### src/rtl/bfga_pkg.sv
// ----------------------------------------------------------------------------
// Glyph address package
// Widths, register indexes, codes and shared types of the glyph address block.
// ----------------------------------------------------------------------------
package bfga_pkg;

  // Default depth of the block table.
  localparam int unsigned MaxBlocksDefault = 256;

  // Field widths.
  localparam int CODE_W     = 16;
  localparam int IDX_W      = 8;
  localparam int LEN_W      = 13;
  localparam int FILE_W     = 32;
  localparam int DIM_W      = 8;
  localparam int CFG_IDX_W  = 3;
  localparam int CFG_DATA_W = 32;
  localparam int BASE_W     = 11;

  // Offset of the first glyph in a single-byte font.
  localparam int HeaderBase = 17;

  // Configuration register indexes.
  localparam logic [CFG_IDX_W-1:0] REG_GLYPH_WIDTH  = 3'd0;
  localparam logic [CFG_IDX_W-1:0] REG_GLYPH_HEIGHT = 3'd1;
  localparam logic [CFG_IDX_W-1:0] REG_BLOCK_COUNT  = 3'd2;
  localparam logic [CFG_IDX_W-1:0] REG_FILE_LENGTH  = 3'd3;

  // Reset values of the configuration registers.
  localparam logic [DIM_W-1:0]  RESET_GLYPH_WIDTH  = 8'd16;
  localparam logic [DIM_W-1:0]  RESET_GLYPH_HEIGHT = 8'd16;
  localparam logic [IDX_W-1:0]  RESET_BLOCK_COUNT  = 8'd0;
  localparam logic [FILE_W-1:0] RESET_FILE_LENGTH  = 32'd0;

  // Command codes.
  localparam logic ACTION_WRITE  = 1'b0;
  localparam logic ACTION_LOOKUP = 1'b1;

  // Status codes.
  localparam logic STATUS_FOUND   = 1'b0;
  localparam logic STATUS_MISSING = 1'b1;

  // Write of one block entry, broadcast to every cell.
  typedef struct packed {
    logic              en;
    logic [IDX_W-1:0]  index;
    logic [CODE_W-1:0] first;
    logic [CODE_W-1:0] last;
  } entry_wr_t;

  // Control part of the lookup word that travels down the chain.
  typedef struct packed {
    logic valid;
    logic stop;
  } walk_ctl_t;

  // Bitmap length: whole bytes per row times rows.
  function automatic logic [LEN_W-1:0] glyph_len(input logic [DIM_W-1:0] width,
                                                 input logic [DIM_W-1:0] height);
    logic [DIM_W:0]   padded;
    logic [DIM_W-3:0] row_bytes;
    logic [DIM_W*2-3:0] product;
    padded    = {1'b0, width} + (DIM_W+1)'(7);
    row_bytes = padded[DIM_W:3];
    product   = row_bytes * height;
    return product[LEN_W-1:0];
  endfunction

endpackage

### src/rtl/bfga_cell.sv
// ----------------------------------------------------------------------------
// Glyph address chain cell
// Holds one code-range block and applies it to the lookup word passing by.
// ----------------------------------------------------------------------------
module bfga_cell #(
  parameter int SUM_W      = 26,
  parameter int CELL_INDEX = 0
) (
  input  logic                         clk,
  input  logic                         rst,
  input  bfga_pkg::entry_wr_t          wr,
  input  logic [bfga_pkg::CODE_W-1:0]  code,
  input  logic [bfga_pkg::IDX_W-1:0]   block_count,
  input  bfga_pkg::walk_ctl_t          ctl_in,
  input  logic signed [SUM_W-1:0]      sum_in,
  output bfga_pkg::walk_ctl_t          ctl_out,
  output logic signed [SUM_W-1:0]      sum_out
);
  import bfga_pkg::*;

  logic [CODE_W-1:0]       first_q;
  logic [CODE_W-1:0]       last_q;
  logic                    active;
  logic                    code_le_first;
  logic                    code_gt_last;
  logic signed [CODE_W+1:0] full_len;
  logic signed [CODE_W+1:0] part_len;
  logic signed [CODE_W+1:0] term;
  walk_ctl_t               ctl_next;
  logic signed [SUM_W-1:0] sum_next;

  // Block entry storage, written when the broadcast index matches this cell.
  always_ff @(posedge clk) begin
    if (wr.en && (wr.index == IDX_W'(CELL_INDEX))) begin
      first_q <= wr.first;
      last_q  <= wr.last;
    end
  end

  // Only the first block_count cells take part in the walk.
  assign active        = IDX_W'(CELL_INDEX) < block_count;
  assign code_le_first = code <= first_q;
  assign code_gt_last  = code > last_q;

  // A block wholly below the code adds its length, otherwise the code's place in it.
  assign full_len = $signed({2'b00, last_q}) - $signed({2'b00, first_q}) + 18'sd1;
  assign part_len = $signed({2'b00, code}) - $signed({2'b00, first_q});
  assign term     = code_gt_last ? full_len : part_len;

  // Update of the passing word; the walk stops at the first block at or above the code.
  always_comb begin
    ctl_next = ctl_in;
    sum_next = sum_in;
    if (ctl_in.valid && !ctl_in.stop && active) begin
      if (code_le_first) begin
        ctl_next.stop = 1'b1;
      end else begin
        sum_next = sum_in + SUM_W'(term);
      end
    end
  end

  // Hand the word to the next cell.
  always_ff @(posedge clk) begin
    if (rst) begin
      ctl_out <= '0;
    end else begin
      ctl_out <= ctl_next;
    end
  end

  always_ff @(posedge clk) begin
    sum_out <= sum_next;
  end

endmodule

### config.mk
export PLATFORM = sky130hd
export DESIGN_NAME = bfga_cell
export DESIGN_NICKNAME = d
export VERILOG_FILES = /design/src/rtl/bfga_pkg.sv /design/src/rtl/bfga_cell.sv
export SDC_FILE = /design/constraint.sdc
export NUM_CORES = 1
export LEC_CHECK = 0
export BUFFER_PORTS_ARGS = -buffer_cell sky130_fd_sc_hd__buf_2
export CAP_MARGIN = 0
export CELL_PAD_IN_SITES_DETAIL_PLACEMENT = 1
export CELL_PAD_IN_SITES_GLOBAL_PLACEMENT = 1
export CORE_UTILIZATION = 42
export CTS_CLUSTER_DIAMETER = 30
export DETAILED_ROUTE_END_ITERATION = 10
export GPL_TIMING_DRIVEN = 0
export HOLD_SLACK_MARGIN = 0.1
export MAX_ROUTING_LAYER = met4
export PLACE_DENSITY = 0.85
export SETUP_SLACK_MARGIN = 0.1
export SLEW_MARGIN = 20
export SYNTH_ARGS = -nofsm -noshare
export SYNTH_HDL_FRONTEND = slang
export SYNTH_SLANG_ARGS = --single-unit
### constraint.sdc
create_clock -name clk -period 5.56 [get_ports clk]
set_input_delay 0.556 -clock clk [delete_from_list [all_inputs] [get_ports clk]]
set_output_delay 0.556 -clock clk [all_outputs]
set_load 0.1 [all_outputs]
# Yosys cells after proc, flatten, opt, wreduce, memory -nomap -nowiden
# Index checks and enable logic that the tools add are counted.
# Widths: inputs -> output; s select.
# word_totals
reg_bits,60
ramBits,0
rom_bits,0
mem_count,0
wordCells,22
latch_bits,0
# op_classes
add_sub_neg,4
shifts,0
n_eq_ne,0
multipliers,0
reduce_logical,5
order_cmp,3
muxes,5
n_div,0
bitwise,0
# op_table
cell,n
$mux 26,2
$sub 16x16->17,2
$add 26x18->26,1
$add 17x2->18 const B,1
$mux 18,1
$gt 16x16->1,1
$le 16x16->1,1
$logic_not 8->1,1
$lt 1x8->1 const A,1
$logic_and 1x1->1,3
$mux 1,2
$logic_not 1->1,1

# Depth between registers and ports, before layout
# Gate-level depths: netlist (run 1).
# depth
depth_word,6
ltp_mapped,25
depth_no_buf,25

# Worst setup path before layout (run 1)
# OpenSTA, ideal clock, no wires.
# synth_path
path_kind,flip-flop to flip-flop
startpoint,register first_q[0]
endpoint,register sum_out[25]
path_slack_ps,528
t_arrival_ps,4970
synth_period_minus_slack_ps,5032
stages_incl_launch_ff,22
required_ps,5498
setup_ps,62
cell_sequence,edfxtp_1 -> ha_1 -> fa_1 -> and2b_1 -> o2111ai_1 -> a21oi_2 -> xor2_2 -> and3_1 -> nand4_2 -> a2111oi_4 -> o21ai_0 -> ha_1 -> nand3_1 -> nor3_1 -> a21oi_1 -> a311oi_1 -> nor2_1 -> a21o_1 -> o21a_1 -> a2111oi_0 -> mux2i_1 -> nand3_1
# synth_via
elab_chain_len,6
# synth_lines
element,line_no,text
from (decl),bfga_cell.sv:21,logic [CODE_W-1:0] first_q;
from (signal assigned),bfga_cell.sv:35,first_q <= wr.first;
$sub 16x16->17,bfga_cell.sv:46,"assign full_len = $signed({2'b00, last_q}) - $signed({2'b00, first_q}) + 18'sd1;"
$add 17x2->18,bfga_cell.sv:46,
$mux 18,bfga_cell.sv:48,assign term = code_gt_last ? full_len : part_len;
$add 26x18->26,bfga_cell.sv:58,sum_next = sum_in + SUM_W'(term);
$mux 26 (*),bfga_cell.sv:55,if (code_le_first) begin
$mux 26 (*),bfga_cell.sv:54,if (ctl_in.valid && !ctl_in.stop && active) begin
via sum_next[25],bfga_cell.sv:30,logic signed [SUM_W-1:0] sum_next;
to (signal assigned),bfga_cell.sv:73,sum_out <= sum_next;
to (decl),bfga_cell.sv:17,output logic signed [SUM_W-1:0] sum_out
# The timed path passes the listed nets; every way through them passes the cells marked *.
# A chain may end at the register's enable or synchronous reset.

# Worst setup path after layout (run 1)
# layout_path
startpoint,register last_q[0]
endpoint,register sum_out[25]
# layout_via
elab_chain_len,6
# layout_lines
element,line_no,text
from (decl),bfga_cell.sv:22,logic [CODE_W-1:0] last_q;
from (signal assigned),bfga_cell.sv:36,last_q <= wr.last;
$sub 16x16->17,bfga_cell.sv:46,
$add 17x2->18,bfga_cell.sv:46,
$mux 18 (*),bfga_cell.sv:48,
$add 26x18->26 (*),bfga_cell.sv:58,
$mux 26 (*),bfga_cell.sv:55,
$mux 26 (*),bfga_cell.sv:54,
via sum_next[25],bfga_cell.sv:30,
# Marks and branches as above.

==> results of run 1 <==
-- synth_stat cells, types with 4 or more instances --
cell / count
sky130_fd_sc_hd__xor2_1: 24
sky130_fd_sc_hd__o21bai_1: 9
sky130_fd_sc_hd__o21a_1: 12
sky130_fd_sc_hd__o211ai_1: 7
sky130_fd_sc_hd__a211oi_1: 6
sky130_fd_sc_hd__a211o_1: 5
sky130_fd_sc_hd__nand3_1: 13
sky130_fd_sc_hd__and3_1: 7
sky130_fd_sc_hd__o21ai_0: 48
sky130_fd_sc_hd__clkbuf_1: 6
sky130_fd_sc_hd__a21oi_1: 49
sky130_fd_sc_hd__xnor2_1: 33
sky130_fd_sc_hd__a21o_1: 21
sky130_fd_sc_hd__nor3_1: 9
sky130_fd_sc_hd__a2111oi_0: 5
sky130_fd_sc_hd__nand4_1: 7
sky130_fd_sc_hd__nand2b_1: 8
sky130_fd_sc_hd__dfxtp_1: 28
sky130_fd_sc_hd__edfxtp_1: 32
sky130_fd_sc_hd__o31ai_1: 6
sky130_fd_sc_hd__inv_1: 46
sky130_fd_sc_hd__mux2i_1: 4
sky130_fd_sc_hd__nand3b_1: 4
sky130_fd_sc_hd__mux2_2: 5
sky130_fd_sc_hd__and2_1: 4
sky130_fd_sc_hd__ha_1: 76
sky130_fd_sc_hd__nand2_1: 58
sky130_fd_sc_hd__nor2b_1: 7
sky130_fd_sc_hd__nor2_1: 42
-- power breakdown --
group,switching (W),internal (W),total (W)
registers,0.00000407,0.000486,0.000490
clock network,0.000203,0.000433,0.000636
logic,0.000380,0.000201,0.000580
total,0.000587,0.00112,0.00171
-- registers in the layout, indices dropped and copies added, names as in the netlist --
register  cells
ctl_out       2
first_q      16
last_q       16
sum_out      26
-- stage by stage --
step	area [um2]	util, %	setup TNS [ns]	hold WS (ns)	worst slack (ns)
2_1_floorplan	5649	-	0	0.6276	0.5279
3_3_place_gp	6480	49.13	-1.473	0.7256	-0.3835
3_5_place_dp	6509	49.35	-1.352	0.7288	-0.5751
4_1_cts	6942	52.63	0	0.3600	0.09018
5_1_grt	7094	53.78	-0.03151	0.3794	-0.03151
6_report	7094	53.78	0	0.3644	0.2809
-- area by class of cell --
type / instances / area, um2
plain buffers: 10 / 48.80
clock buffers: 10 / 229.0
clock inverters: 6 / 102.6
fillers: 1589 / 6096
inverters: 46 / 172.7
multi-input cells: 529 / 4061
flip-flops and latches: 60 / 1521
well taps: 176 / 220.2
repair buffers: 140 / 738.2
-- per-layer routing --
metal	global-route usage [%]	vias to the layer above	part of all wire, %
met5	-	-	0
met1	27.46	2589	43
met3	3.488	34	3.3
met2	44.67	127	51
li1	-	2668	-
met4	11.30	0	2.7
-- worst max-delay path, cell delays in order, from the launching register on --
cell	delay, ns
sky130_fd_sc_hd__edfxtp_1	0.37
sky130_fd_sc_hd__inv_1	0.09
sky130_fd_sc_hd__ha_1	0.20
sky130_fd_sc_hd__fa_1	0.41
sky130_fd_sc_hd__and2b_1	0.25
sky130_fd_sc_hd__o22ai_1	0.13
sky130_fd_sc_hd__xnor2_2	0.24
sky130_fd_sc_hd__o211ai_1	0.24
sky130_fd_sc_hd__nor4_4	0.25
sky130_fd_sc_hd__nand3_1	0.13
sky130_fd_sc_hd__nand3b_1	0.24
sky130_fd_sc_hd__nor3_2	0.23
sky130_fd_sc_hd__xnor2_1	0.15
sky130_fd_sc_hd__o21ai_1	0.11
sky130_fd_sc_hd__ha_1	0.34
sky130_fd_sc_hd__nand3_1	0.15
sky130_fd_sc_hd__nor3_1	0.21
sky130_fd_sc_hd__a21oi_1	0.11
sky130_fd_sc_hd__a311oi_2	0.26
sky130_fd_sc_hd__nor2_1	0.11
sky130_fd_sc_hd__a21o_1	0.19
sky130_fd_sc_hd__o21a_2	0.27
sky130_fd_sc_hd__nor4b_2	0.18
sky130_fd_sc_hd__a311oi_2	0.19
sky130_fd_sc_hd__nand3_1	0.10
-- worst max-delay path by stage --
stage	start	end	slack, ns	cells past startpoint
detailed placement	first_q[0]$_DFFE_PP_	sum_out[25]$_DFF_P_	-0.58	21
floorplan	first_q[0]$_DFFE_PP_	sum_out[25]$_DFF_P_	0.53	21
finish	last_q[0]$_DFFE_PP_	sum_out[25]$_DFF_P_	0.28	24
global placement	first_q[0]$_DFFE_PP_	sum_out[25]$_DFF_P_	-0.38	21
global route	last_q[0]$_DFFE_PP_	sum_out[25]$_DFF_P_	-0.03	24
CTS	last_q[3]$_DFFE_PP_	sum_out[25]$_DFF_P_	0.09	23
-- logic make-up after synthesis --
logic type,after synthesis,synth area share (%)
AO/OA/AOI/OAI,202,24.63
AND/OR/NAND/NOR,181,15.86
adder cells (fa/ha/maj),79,17.90
flip-flops,60,26.93
XOR/XNOR,58,9.125
buffers and inverters,56,3.854
multiplexers,9,1.705
-- repair_timing --
item	CTS	global route
setup buffers	7	7
setup endpoints to repair	6	8
pin swaps	4	11
resized for setup	11	24
hold buffers	0	0
==> results, run 1 <==
- The run finished with clean final reports.
- The worst-margin pin slew is 0.7335 ns.
- The number of sinks on the clock net is 60.
- The area growth from synthesis to layout is 25.58%.
- In this run the critical register-to-register path is captured at sum_out[25]$_DFF_P_.
- The number of buffers inserted during clock tree synthesis is 9.
- For this run, the post-layout net count is 970.
- The endpoint of the worst hold path is ctl_out[1]$_SDFF_PP0_.
- The type of the tightest min-delay check is input port to register.
- STA classifies the critical path startpoint as a register.
- The post-route minimum period is 5.279 ns.
- STA classifies the critical path endpoint as a register.
- The final weighted congestion of routability-driven global placement is about 0.86.
- The antenna diode count is 0.
- The final count of pins violating max slew is 0.
- The share of synthesized flip-flops with an asynchronous set or reset is 0%.
- Measured along the y axis, the die boundary spans 118.0 um.
- The cell count after synthesis is 645.
- In this run the biggest area consumer among cell types represents 17.01% of the synthesized area.
- For this configuration, the core starts out at a cell density of 42.83%.
- After the first detailed-routing iteration, the DRC count stood at 170.
- Dividing the detail-routed via count by the number of cells gives 5.546.
- Summing every instance area after synthesis gives 5649 um2.
- During I/O placement, the number of pins put on the boundary was about 120.
- Setup repair after global routing could not meet its margin everywhere.
- The detail route stage leaves a number of antenna-violating nets equal to 0.
- For this run, the top clock speed supported by timing is 189.4 MHz.
- Power spread over the standard cell area amounts to about 240 nW/um2.
- The CTS root buffer is sky130_fd_sc_hd__clkbuf_16.
- The share of the clock period used by the worst path is 94.95%.
- The routed length per placed instance is 17.09 um.
- The endpoint arrival time on the critical path is 5.51 ns.
- Counting flops with a built-in enable in the synthesized netlist gives 32.
- For this run, the number of Yosys warnings is 0.
- The number of antenna violations at the first check in global routing was 0.
- The global-route wire length before repair is 26.99 mm.
- The clock latency reported for the late side of the worst-skew pair is around 0.35 ns.
- A synthesized cell averages 8.758 um2.
- For the worst setup path, the data required time is 5.79 ns.
- The peak supply drop is 126.7 uV.
- The detailed placement HPWL is 13.36 mm.
- In the post-synthesis netlist, the biggest area contributors are sky130_fd_sc_hd__edfxtp_1 17%, sky130_fd_sc_hd__ha_1 17%, sky130_fd_sc_hd__dfxtp_1 9.9%.
- The post-route clock skew is around 0.0054 ns.
- The class of the most critical setup path is register to register.
- The number of vias after detailed routing is between 5,000 and 6,000.
- The die footprint is 13,920 um2.
- Cells with a size suffix above 1 make up 25.72% of the layout.
- The worst hold path cell count is 2.
- Buffers placed on the I/O ports in this run total approximately 120.
- The number of nets in the synthesized netlist is 819.
- Leaving out fill and tap cells, the most frequent cell in the layout is sky130_fd_sc_hd__buf_2.
- The design draws 0.001706 W.
- For this design the static power due to leakage is ~3.3 nW.
- In this run the critical register-to-register path is launched from last_q[0]$_DFFE_PP_.
- The CTS tree is built.
- The H-tree was split into 3 levels.
- The number of library cell types mapped by synthesis is 70.
- For this run, the register share of the synthesized area comes to a little over a quarter.
- The number of max-cap violations is 0.
- Excluding fillers, the count of instances in the completed layout stands at 977.
- The internal reg-to-reg setup slack is between 0.2 and 0.3 ns.
- The via count of the first global-routing pass was 5,847.
- The overall overflow remaining after global route is 0.
- Leaving out fill and tap cells, the most frequent cells in the layout are 128 x sky130_fd_sc_hd__buf_2, 73 x sky130_fd_sc_hd__ha_1, 58 x sky130_fd_sc_hd__nand2_1.
- Setup violations remaining at the end of the flow were counted as 0.
- The worst pin sits at a relative slew slack of 49.84%.
- The region available for standard cell placement spans about 13,000 um2.
- The number of placed instances, taps included, is 947.
- The count of standard-cell rows is 42.
- Measured in cells, the most critical reg-to-reg path has a length of 24.
- The buffer depth of the longest clock path is 2.
- The dominant cell type by area after synthesis is sky130_fd_sc_hd__edfxtp_1.
- The total wire length after detailed routing is 16.70 mm.
- The residual DRC count is 0.
- The startpoint identified for the worst hold timing path is rst.
- In this run, synthesis produced a sequential element count of 60.
- The number of iterations in the first detailed-routing pass is 4.
- Entering global routing, the biggest net connects 11 pins.
- Along the worst path, the maximum fanout reaches 6.
- The hold violation total from the final report is 0.
- The clock-pin slew reported for the worst setup and hold paths after clock tree synthesis is 0.05 ns.
- The most frequently used flop master after synthesis is sky130_fd_sc_hd__edfxtp_1.
- Global routing used between 20% and 30% of the available tracks across all layers.
- The die is 118.0 um wide.
Power figures use the tool's default switching activity.
==> run 2, diff against run 1 <==
--- a/config.mk
+++ b/config.mk
@@ -5,7 +5,7 @@
 export SDC_FILE = /design/constraint.sdc
 export NUM_CORES = 1
 export LEC_CHECK = 0
-export BUFFER_PORTS_ARGS = -buffer_cell sky130_fd_sc_hd__buf_2
+export BUFFER_PORTS_ARGS = -buffer_cell sky130_fd_sc_hd__buf_4
 export CAP_MARGIN = 0
 export CELL_PAD_IN_SITES_DETAIL_PLACEMENT = 1
 export CELL_PAD_IN_SITES_GLOBAL_PLACEMENT = 1
==> run 2 against run 1 <==
  * Wire length is 7.7% higher
  * Power decreased by 1.6%
  * Via count rose by 1.6%
  * Cell count rose by 2.3%
  * Count of clock-buffer cells in the layout rose by 5
  * Critical path type unchanged
  * Highest routed layer unchanged
==> results, run 2 (synthesis gave the netlist of run 1 again) <==
- The internal reg-to-reg setup slack is 0.15 ns (was 0.28 ns).
- The total of buffers placed on input and output ports is 122 (unchanged).
- The termination of the worst setup path is sum_out[25]$_DFF_P_ (unchanged).
- The origin of the worst setup path is last_q[2]$_DFFE_PP_ (was last_q[0]$_DFFE_PP_).
- The relative max-transition margin is 53.65% (was 49.84%).
- The number of iterations in the first detailed-routing pass is 4 (unchanged).
- The clock-pin slew reported for the worst setup and hold paths after clock tree synthesis is 0.05 ns (about the same).
- The number of placed I/O pins is 123 (unchanged).
- The hold violation total from the final report is 0 (unchanged).
- The post-layout instance area is 7692 um2 (was 7094 um2).
- The clock latency reported for the late side of the worst-skew pair is 0.35 ns (about the same).
- The worst-margin pin slew was 0.6902 ns (was 0.7335 ns).
- The global-route wire length before repair was 27.01 mm (was 26.99 mm).
- The die boundary width is 118.0 um (unchanged).
- The critical path data required time is 5.78 ns (was 5.79 ns).
- The total negative slack is 0 ns (unchanged).
- The CTS tree is built (unchanged).
- The routed length per placed instance was 18.01 um (was 17.09 um).
- The final weighted congestion of routability-driven global placement is 0.8504 (was 0.8610).
- The number of vias after detailed routing is 5,506 (was 5,418).
- The via-per-instance ratio is 5.512 (was 5.546).
- The largest register by flop count is sum_out (unchanged).
- Commonest cells after routing, fill and taps aside: 160 x sky130_fd_sc_hd__buf_4, 67 x sky130_fd_sc_hd__ha_1, 58 x sky130_fd_sc_hd__nand2_1 (was 128 x sky130_fd_sc_hd__buf_2, 73 x sky130_fd_sc_hd__ha_1, 58 x sky130_fd_sc_hd__nand2_1).
- The area of placed instances came to 6814 um2 (was 6509 um2).
- The post-route minimum period came to 5.409 ns (was 5.279 ns).
- The cell leakage power is 3.468 nW (was 3.259 nW).
- The final core area utilization was 58.32% (was 53.78%).
- RSZ-0062 raised after global routing: true (unchanged).
- The worst hold path startpoint is rst (unchanged).
- The area growth from synthesis to layout is 36.17% (was 25.58%).
- The die extent in y is 118.0 um (unchanged).
- The net count of the finished layout came to 992 (was 970).
- The number of sinks on the clock net was 60 (unchanged).
- The endpoint arrival time on the critical path is 5.63 ns (was 5.51 ns).
- The critical path endpoint category is a register (unchanged).
- The total wire length after detailed routing is 17.99 mm (was 16.70 mm).
- The number of max-cap violations is 0 (unchanged).
- The die footprint came to 13,920 um2 (unchanged).
- The number of buffers inserted during clock tree synthesis came to 9 (unchanged).
- The post-route clock skew is 0.008208 ns (was 0.005447 ns).
- The detailed placement HPWL is 13.59 mm (was 13.36 mm).
- The most frequent standard cell in the layout excluding fill and tap cells is sky130_fd_sc_hd__buf_4 (was sky130_fd_sc_hd__buf_2).
- The count of cells along the worst register-to-register path is 24 (unchanged).
- The layout cell share with drive strength beyond 1 is 30.50% (was 25.72%).
- The placeable core region was 13,190 um2 (unchanged).
- The final antenna-violating net count is 0 (unchanged).
- The via count of the first global-routing pass is 5,639 (was 5,847).
- The count of standard-cell rows is 42 (unchanged).
- The overall routing resource usage was 25.23% (was 25.01%).
- The residual DRC count is 0 (unchanged).
- The number of antenna violations at the first check in global routing was 0 (unchanged).
- Run status: finished clean (unchanged).
- The overall overflow remaining after global route is 0 (unchanged).
- The class of the most critical setup path is register to register (unchanged).
- Largest registers in the final layout: sum_out: 26 flops, first_q: 16 flops, last_q: 16 flops (unchanged).
- The DRC violation total after the first TritonRoute iteration came to 168 (was 170).
- The initial core utilization is 42.83% (unchanged).
- The final count of pins violating max slew is 0 (unchanged).
- The total number of H-tree levels is 3 (unchanged).
- The category of the worst setup path launch point is a register (unchanged).
- The capture point of the worst reg-to-reg path is sum_out[25]$_DFF_P_ (unchanged).
- The share of the clock period used by the worst path came to 97.28% (was 94.95%).
- The CTS root buffer is sky130_fd_sc_hd__clkbuf_16 (unchanged).
- The power density normalized to cell area came to 218.2 nW/um2 (was 240.5 nW/um2).
- The count of final setup violators is 0 (unchanged).
- The filler cell count in the final layout came to 1,576 (was 1,589).
- The pin count of the biggest net entering global routing is 11 (unchanged).
- The flip-flop count of the largest register after layout is 26 (unchanged).
- The buffer depth of the longest clock path came to 2 (unchanged).
- The antenna diode count is 0 (unchanged).
- The critical register-to-register path startpoint was last_q[2]$_DFFE_PP_ (was last_q[0]$_DFFE_PP_).
- The maximum clock frequency is 184.9 MHz (was 189.4 MHz).
- The number of hold buffers added after CTS came to 0 (unchanged).
- The type of the tightest min-delay check is input port to register (unchanged).
- The maximum fanout along the worst path is 7 (was 6).
- The peak supply drop is 149.7 uV (was 126.7 uV).
run 2: cell types whose count changed in the layout (fill, tap and decap cells not counted), sizes merged:
| cell | change |
|---|---|
| bufinv | -3 |
| clkbuf | +5 |
| clkinv | -2 |
| buf | +22 |
run 2: layout make-up:
type / count / area [um2] / share of cell area [%]
multi-input combinational: 529 / 4229 / 54.98
sequential: 60 / 1521 / 19.78
timing repair buffer: 162 / 1209 / 15.71
clock buffer: 15 / 287.8 / 3.741
tap: 176 / 220.2 / 2.863
inverter: 46 / 172.7 / 2.245
buffer: 10 / 47.55 / 0.6181
clock inverter: 1 / 5.005 / 0.06506
run 2: how the worst min path moves through the flow:
| stage | to | cells past startpoint |
|---|---|---|
| after global routing | ctl_out[1]$_SDFF_PP0_ | 2 |
| after detailed placement | ctl_out[1]$_SDFF_PP0_ | 2 |
| after CTS | ctl_out[1]$_SDFF_PP0_ | 2 |
| final | ctl_out[1]$_SDFF_PP0_ | 2 |
| after global placement | ctl_out[1]$_SDFF_PP0_ | 2 |
| after floorplan | ctl_out[1]$_SDFF_PP0_ | 1 |
run 2: critical path, cell delays in order, from the launching register on:
cell and delay (ns):
sky130_fd_sc_hd__edfxtp_1 0.40, sky130_fd_sc_hd__ha_1 0.35, sky130_fd_sc_hd__o21ai_1 0.20, sky130_fd_sc_hd__a21oi_2 0.10, sky130_fd_sc_hd__o2111a_2 0.32, sky130_fd_sc_hd__o41ai_4 0.35
sky130_fd_sc_hd__buf_4 0.20, sky130_fd_sc_hd__buf_4 0.11, sky130_fd_sc_hd__and2_1 0.13, sky130_fd_sc_hd__a221oi_2 0.08, sky130_fd_sc_hd__buf_4 0.15, sky130_fd_sc_hd__buf_4 0.13
sky130_fd_sc_hd__a2111oi_4 0.38, sky130_fd_sc_hd__o21ai_4 0.18, sky130_fd_sc_hd__ha_4 0.33, sky130_fd_sc_hd__nand3_2 0.12, sky130_fd_sc_hd__nor3_2 0.16, sky130_fd_sc_hd__a21oi_1 0.09
sky130_fd_sc_hd__a311oi_2 0.36, sky130_fd_sc_hd__nor2_1 0.09, sky130_fd_sc_hd__a21o_1 0.20, sky130_fd_sc_hd__o21a_4 0.25, sky130_fd_sc_hd__nor4b_2 0.18, sky130_fd_sc_hd__a311oi_2 0.29
sky130_fd_sc_hd__nand3_1 0.11
run 2: metrics by stage:
step	setup WS, ns	hold WS [ns]	cells	power [W]
floorplan	0.5279	0.6276	645	0.0009108
global placement	-0.4807	0.7214	943	0.001054
detailed placement	-0.4694	0.7248	947	0.001075
CTS	0.09937	0.3606	969	0.001642
global route	-0.04002	0.3670	999	0.001752
finish	0.1511	0.3701	999	0.001678
run 2: report_power, final:
group,switching (W),internal (W)
Clock,0.000201,0.000349
Combinational,0.000390,0.000247
Sequential,0.00000503,0.000486
run 2: routing by layer:
layer	GRT usage (%)	up-vias	part of all wire [%]
li1	-	2714	-
met4	12.50	0	3.4
met1	28.29	2609	42
met2	43.82	139	51
met3	3.537	44	3.4
met5	-	-	0
run 2: timing repair:
item | CTS | global route
endpoints found under the hold margin | 0 | 0
gates resized for setup | 15 | 52
pin swaps | 5 | 29
setup buffers | 6 | 30
setup endpoints to repair | 5 | 8
gates cloned | 0 | 0
==> run 3, diff against run 2 <==
==> constraint.sdc (replaced) <==
create_clock -name clk -period 5.56 [get_ports clk]
set_input_delay 0 -clock clk [delete_from_list [all_inputs] [get_ports clk]]
set_output_delay 0 -clock clk [all_outputs]
set_load 0.1 [all_outputs]
==> run 3 against run 2 <==
  * Cell count increased by 5.5%
  * Clock skew grew 0.0015 ns
  * Critical path depth unchanged
  * Register-to-register slack worse by 0.05 ns
  * Die area unchanged
  * Cell area rose by 7.3%
  * Wire length up 12%
  * Power increased by 2.8%
  * Setup slack got worse by 0.049 ns
  * Count of clock-buffer cells in the layout did not move
  * Sequential cell count did not move
==> results, run 3 (synthesis gave the netlist of run 1 again) <==
- The die boundary width is 118.0 um (unchanged).
- The net count of the finished layout is 1,047 (was 992).
- The hold violation total from the final report is 0 (unchanged).
- The relative max-transition margin is 53.93% (was 53.65%).
- The initial core utilization is 42.83% (unchanged).
- The residual DRC count came to 0 (unchanged).
- The overall routing resource usage is 27.74% (was 25.23%).
- The category of the worst setup path launch point is a register (unchanged).
- The worst hold path cell count is 3 (was 2).
- The clock latency reported for the late side of the worst-skew pair is 0.35 ns (about the same).
- The total of buffers placed on input and output ports is 122 (unchanged).
- The largest register by flop count is sum_out (unchanged).
- The number of max-cap violations is 0 (unchanged).
- The capture point of the worst reg-to-reg path is sum_out[25]$_DFF_P_ (unchanged).
- The final count of pins violating max slew is 0 (unchanged).
- The DRC violation total after the first TritonRoute iteration is 241 (was 168).
- The final antenna-violating net count was 0 (unchanged).
- The worst hold path startpoint is wr[33] (was rst).
- The critical path data required time is 5.79 ns (was 5.78 ns).
- The worst hold slack is 0.1135 ns (was 0.3701 ns).
- The number of sinks on the clock net is 60 (unchanged).
- The flip-flop count of the largest register after layout came to 26 (unchanged).
- Largest registers in the final layout: sum_out: 26 flops, first_q: 16 flops, last_q: 16 flops (unchanged).
- Commonest cells after routing, fill and taps aside: 153 x sky130_fd_sc_hd__buf_4, 67 x sky130_fd_sc_hd__ha_1, 63 x sky130_fd_sc_hd__dlygate4sd3_1 (was 160 x sky130_fd_sc_hd__buf_4, 67 x sky130_fd_sc_hd__ha_1, 58 x sky130_fd_sc_hd__nand2_1).
- The peak supply drop was 155.6 uV (was 149.7 uV).
- The via-per-instance ratio is 5.523 (was 5.512).
- The maximum fanout along the worst path came to 7 (unchanged).
- The maximum clock frequency is 183.2 MHz (was 184.9 MHz).
- The endpoint of the worst hold path is last_q[3]$_DFFE_PP_ (was ctl_out[1]$_SDFF_PP0_).
- The class of the most critical setup path is register to register (unchanged).
- The number of antenna violations at the first check in global routing is 0 (unchanged).
- The critical register-to-register path startpoint is first_q[0]$_DFFE_PP_ (was last_q[2]$_DFFE_PP_).
- The CTS tree was built (unchanged).
- The type of the tightest min-delay check is input port to register (unchanged).
- The flip-flop and latch area is 1521 um2 (unchanged).
- The post-route clock skew was 0.009741 ns (was 0.008208 ns).
- The overall overflow remaining after global route is 0 (unchanged).
- The most frequent standard cell in the layout excluding fill and tap cells is sky130_fd_sc_hd__buf_4 (unchanged).
- The final total power is 0.001726 W (was 0.001678 W).
- The multi-input gate area in the final layout is 4219 um2 (was 4229 um2).
- The origin of the worst setup path is first_q[0]$_DFFE_PP_ (was last_q[2]$_DFFE_PP_).
- The post-route minimum period was 5.458 ns (was 5.409 ns).
- The endpoint arrival time on the critical path came to 5.68 ns (was 5.63 ns).
- The worst-margin pin slew is 0.6861 ns (was 0.6902 ns).
- The via count of the first global-routing pass was 6,048 (was 5,639).
- The routed length per placed instance came to 19.19 um (was 18.01 um).
- The pin count of the biggest net entering global routing was 11 (unchanged).
- The filler cell count in the final layout is 1,513 (was 1,576).
- The CTS root buffer is sky130_fd_sc_hd__clkbuf_16 (unchanged).
- The total wire length after detailed routing came to 20.23 mm (was 17.99 mm).
- The final weighted congestion of routability-driven global placement is 0.8504 (unchanged).
- RSZ-0062 raised after global routing: true (unchanged).
- The count of non-filler cells in the finished layout was 1,054 (was 999).
- The critical path endpoint category is a register (unchanged).
- The count of final setup violators is 0 (unchanged).
- The die extent in y is 118.0 um (unchanged).
- The count of standard-cell rows came to 42 (unchanged).
- The number of vias after detailed routing is 5,821 (was 5,506).
- The number of iterations in the first detailed-routing pass is 4 (unchanged).
- The die footprint came to 13,920 um2 (unchanged).
- The count of cells along the worst register-to-register path is 24 (unchanged).
- The final core area utilization is 62.60% (was 58.32%).
- The antenna diode count was 0 (unchanged).
- The clock-pin slew reported for the worst setup and hold paths after clock tree synthesis was 0.06 ns (was 0.05 ns).
- The buffer depth of the longest clock path is 2 (unchanged).
- The detailed placement HPWL came to 13.59 mm (unchanged).
- The share of the clock period used by the worst path was 98.17% (was 97.28%).
- The power density normalized to cell area is 209.0 nW/um2 (was 218.2 nW/um2).
- The number of placed I/O pins is 123 (unchanged).
- The total number of H-tree levels is 3 (unchanged).
- The internal reg-to-reg setup slack is 0.10 ns (was 0.15 ns).
- The layout cell share with drive strength beyond 1 is 28.13% (was 30.50%).
- The number of buffers inserted during clock tree synthesis is 9 (unchanged).
- The area growth from synthesis to layout is 46.16% (was 36.17%).
- The cell leakage power is 3.715 nW (was 3.468 nW).
- The global-route wire length before repair came to 29.46 mm (was 27.01 mm).
- Run status: finished clean (unchanged).
- The total instance count after detailed placement came to 947 (unchanged).
- The placeable core region is 13,190 um2 (unchanged).
==> run 3: cell types whose count changed in the layout (fill, tap and decap cells not counted), sizes merged <==
cell         before  now
dlygate4sd3       0   63
buf             166  159
clkbuf           21   20
==> run 3: what timing repair did <==
item | in CTS | in global routing
endpoints found under the hold margin | 64 | 0
resized for setup | 15 | 54
endpoints found under the setup margin | 5 | 8
pin swaps | 5 | 24
setup buffers | 6 | 23
hold buffers | 63 | 0
==> run 3: worst max path at each step <==
stage | slack, ns | end
6_report | 0.10 | sum_out[25]$_DFF_P_
5_1_grt | -0.06 | sum_out[25]$_DFF_P_
4_1_cts | 0.1 | sum_out[25]$_DFF_P_
3_5_place_dp | -0.47 | sum_out[25]$_DFF_P_
3_3_place_gp | -0.48 | sum_out[25]$_DFF_P_
2_1_floorplan | 0.53 | sum_out[25]$_DFF_P_
==> run 3: per-layer routing <==
layer  up-vias  GRT usage (%)  share of wire (%)
li1       2823              -                  -
met2       136          50.29                 53
met1      2826          29.81                 41
met3        36          3.731                2.9
met4         0          12.82                2.5
met5         -              -                  0
==> run 3: worst max-delay path, stage by stage, from the launching register on <==
cell and delay [ns]:
sky130_fd_sc_hd__edfxtp_1 0.42, sky130_fd_sc_hd__ha_2 0.23, sky130_fd_sc_hd__fa_1 0.40, sky130_fd_sc_hd__and2b_2 0.26
sky130_fd_sc_hd__o2111ai_2 0.19, sky130_fd_sc_hd__a21oi_2 0.22, sky130_fd_sc_hd__buf_4 0.16, sky130_fd_sc_hd__a21oi_4 0.07
sky130_fd_sc_hd__o21ai_2 0.18, sky130_fd_sc_hd__a221oi_2 0.11, sky130_fd_sc_hd__buf_4 0.15, sky130_fd_sc_hd__buf_4 0.13
sky130_fd_sc_hd__a2111oi_4 0.39, sky130_fd_sc_hd__o21ai_4 0.18, sky130_fd_sc_hd__ha_4 0.34, sky130_fd_sc_hd__nand3_2 0.13
sky130_fd_sc_hd__nor3_2 0.17, sky130_fd_sc_hd__a21oi_1 0.09, sky130_fd_sc_hd__a311oi_2 0.34, sky130_fd_sc_hd__nor2_1 0.11
sky130_fd_sc_hd__a21o_1 0.20, sky130_fd_sc_hd__o21a_4 0.25, sky130_fd_sc_hd__nor4b_2 0.18, sky130_fd_sc_hd__a311oi_2 0.29
sky130_fd_sc_hd__nand3_1 0.11
==> run 3: metrics by stage <==
| step | instance area [um2] | setup TNS [ns] | setup WS [ns] |
|---|---|---|---|
| 6_report | 8257 | 0 | 0.1018 |
| 5_1_grt | 8257 | -0.05876 | -0.05876 |
| 4_1_cts | 7863 | 0 | 0.09937 |
| 3_5_place_dp | 6814 | -0.5805 | -0.4694 |
| 3_3_place_gp | 6785 | -0.4807 | -0.4807 |
| 2_1_floorplan | 5649 | 0 | 0.5279 |
==> run 3: layout make-up <==
type / instances / area share (%)
Clock buffer: 15 / 3.485
Clock inverter: 1 / 0.06062
Tap cell: 176 / 2.667
Sequential cell: 60 / 18.43
Multi-Input combinational cell: 529 / 51.10
Inverter: 46 / 2.091
Timing Repair Buffer: 218 / 21.64
Buffer: 9 / 0.5304
==> run 3: where the power goes <==
group          internal, W  switching, W
sequential        0.000486    0.00000550
combinational     0.000271      0.000408
clock             0.000349      0.000206
total              0.00111      0.000619
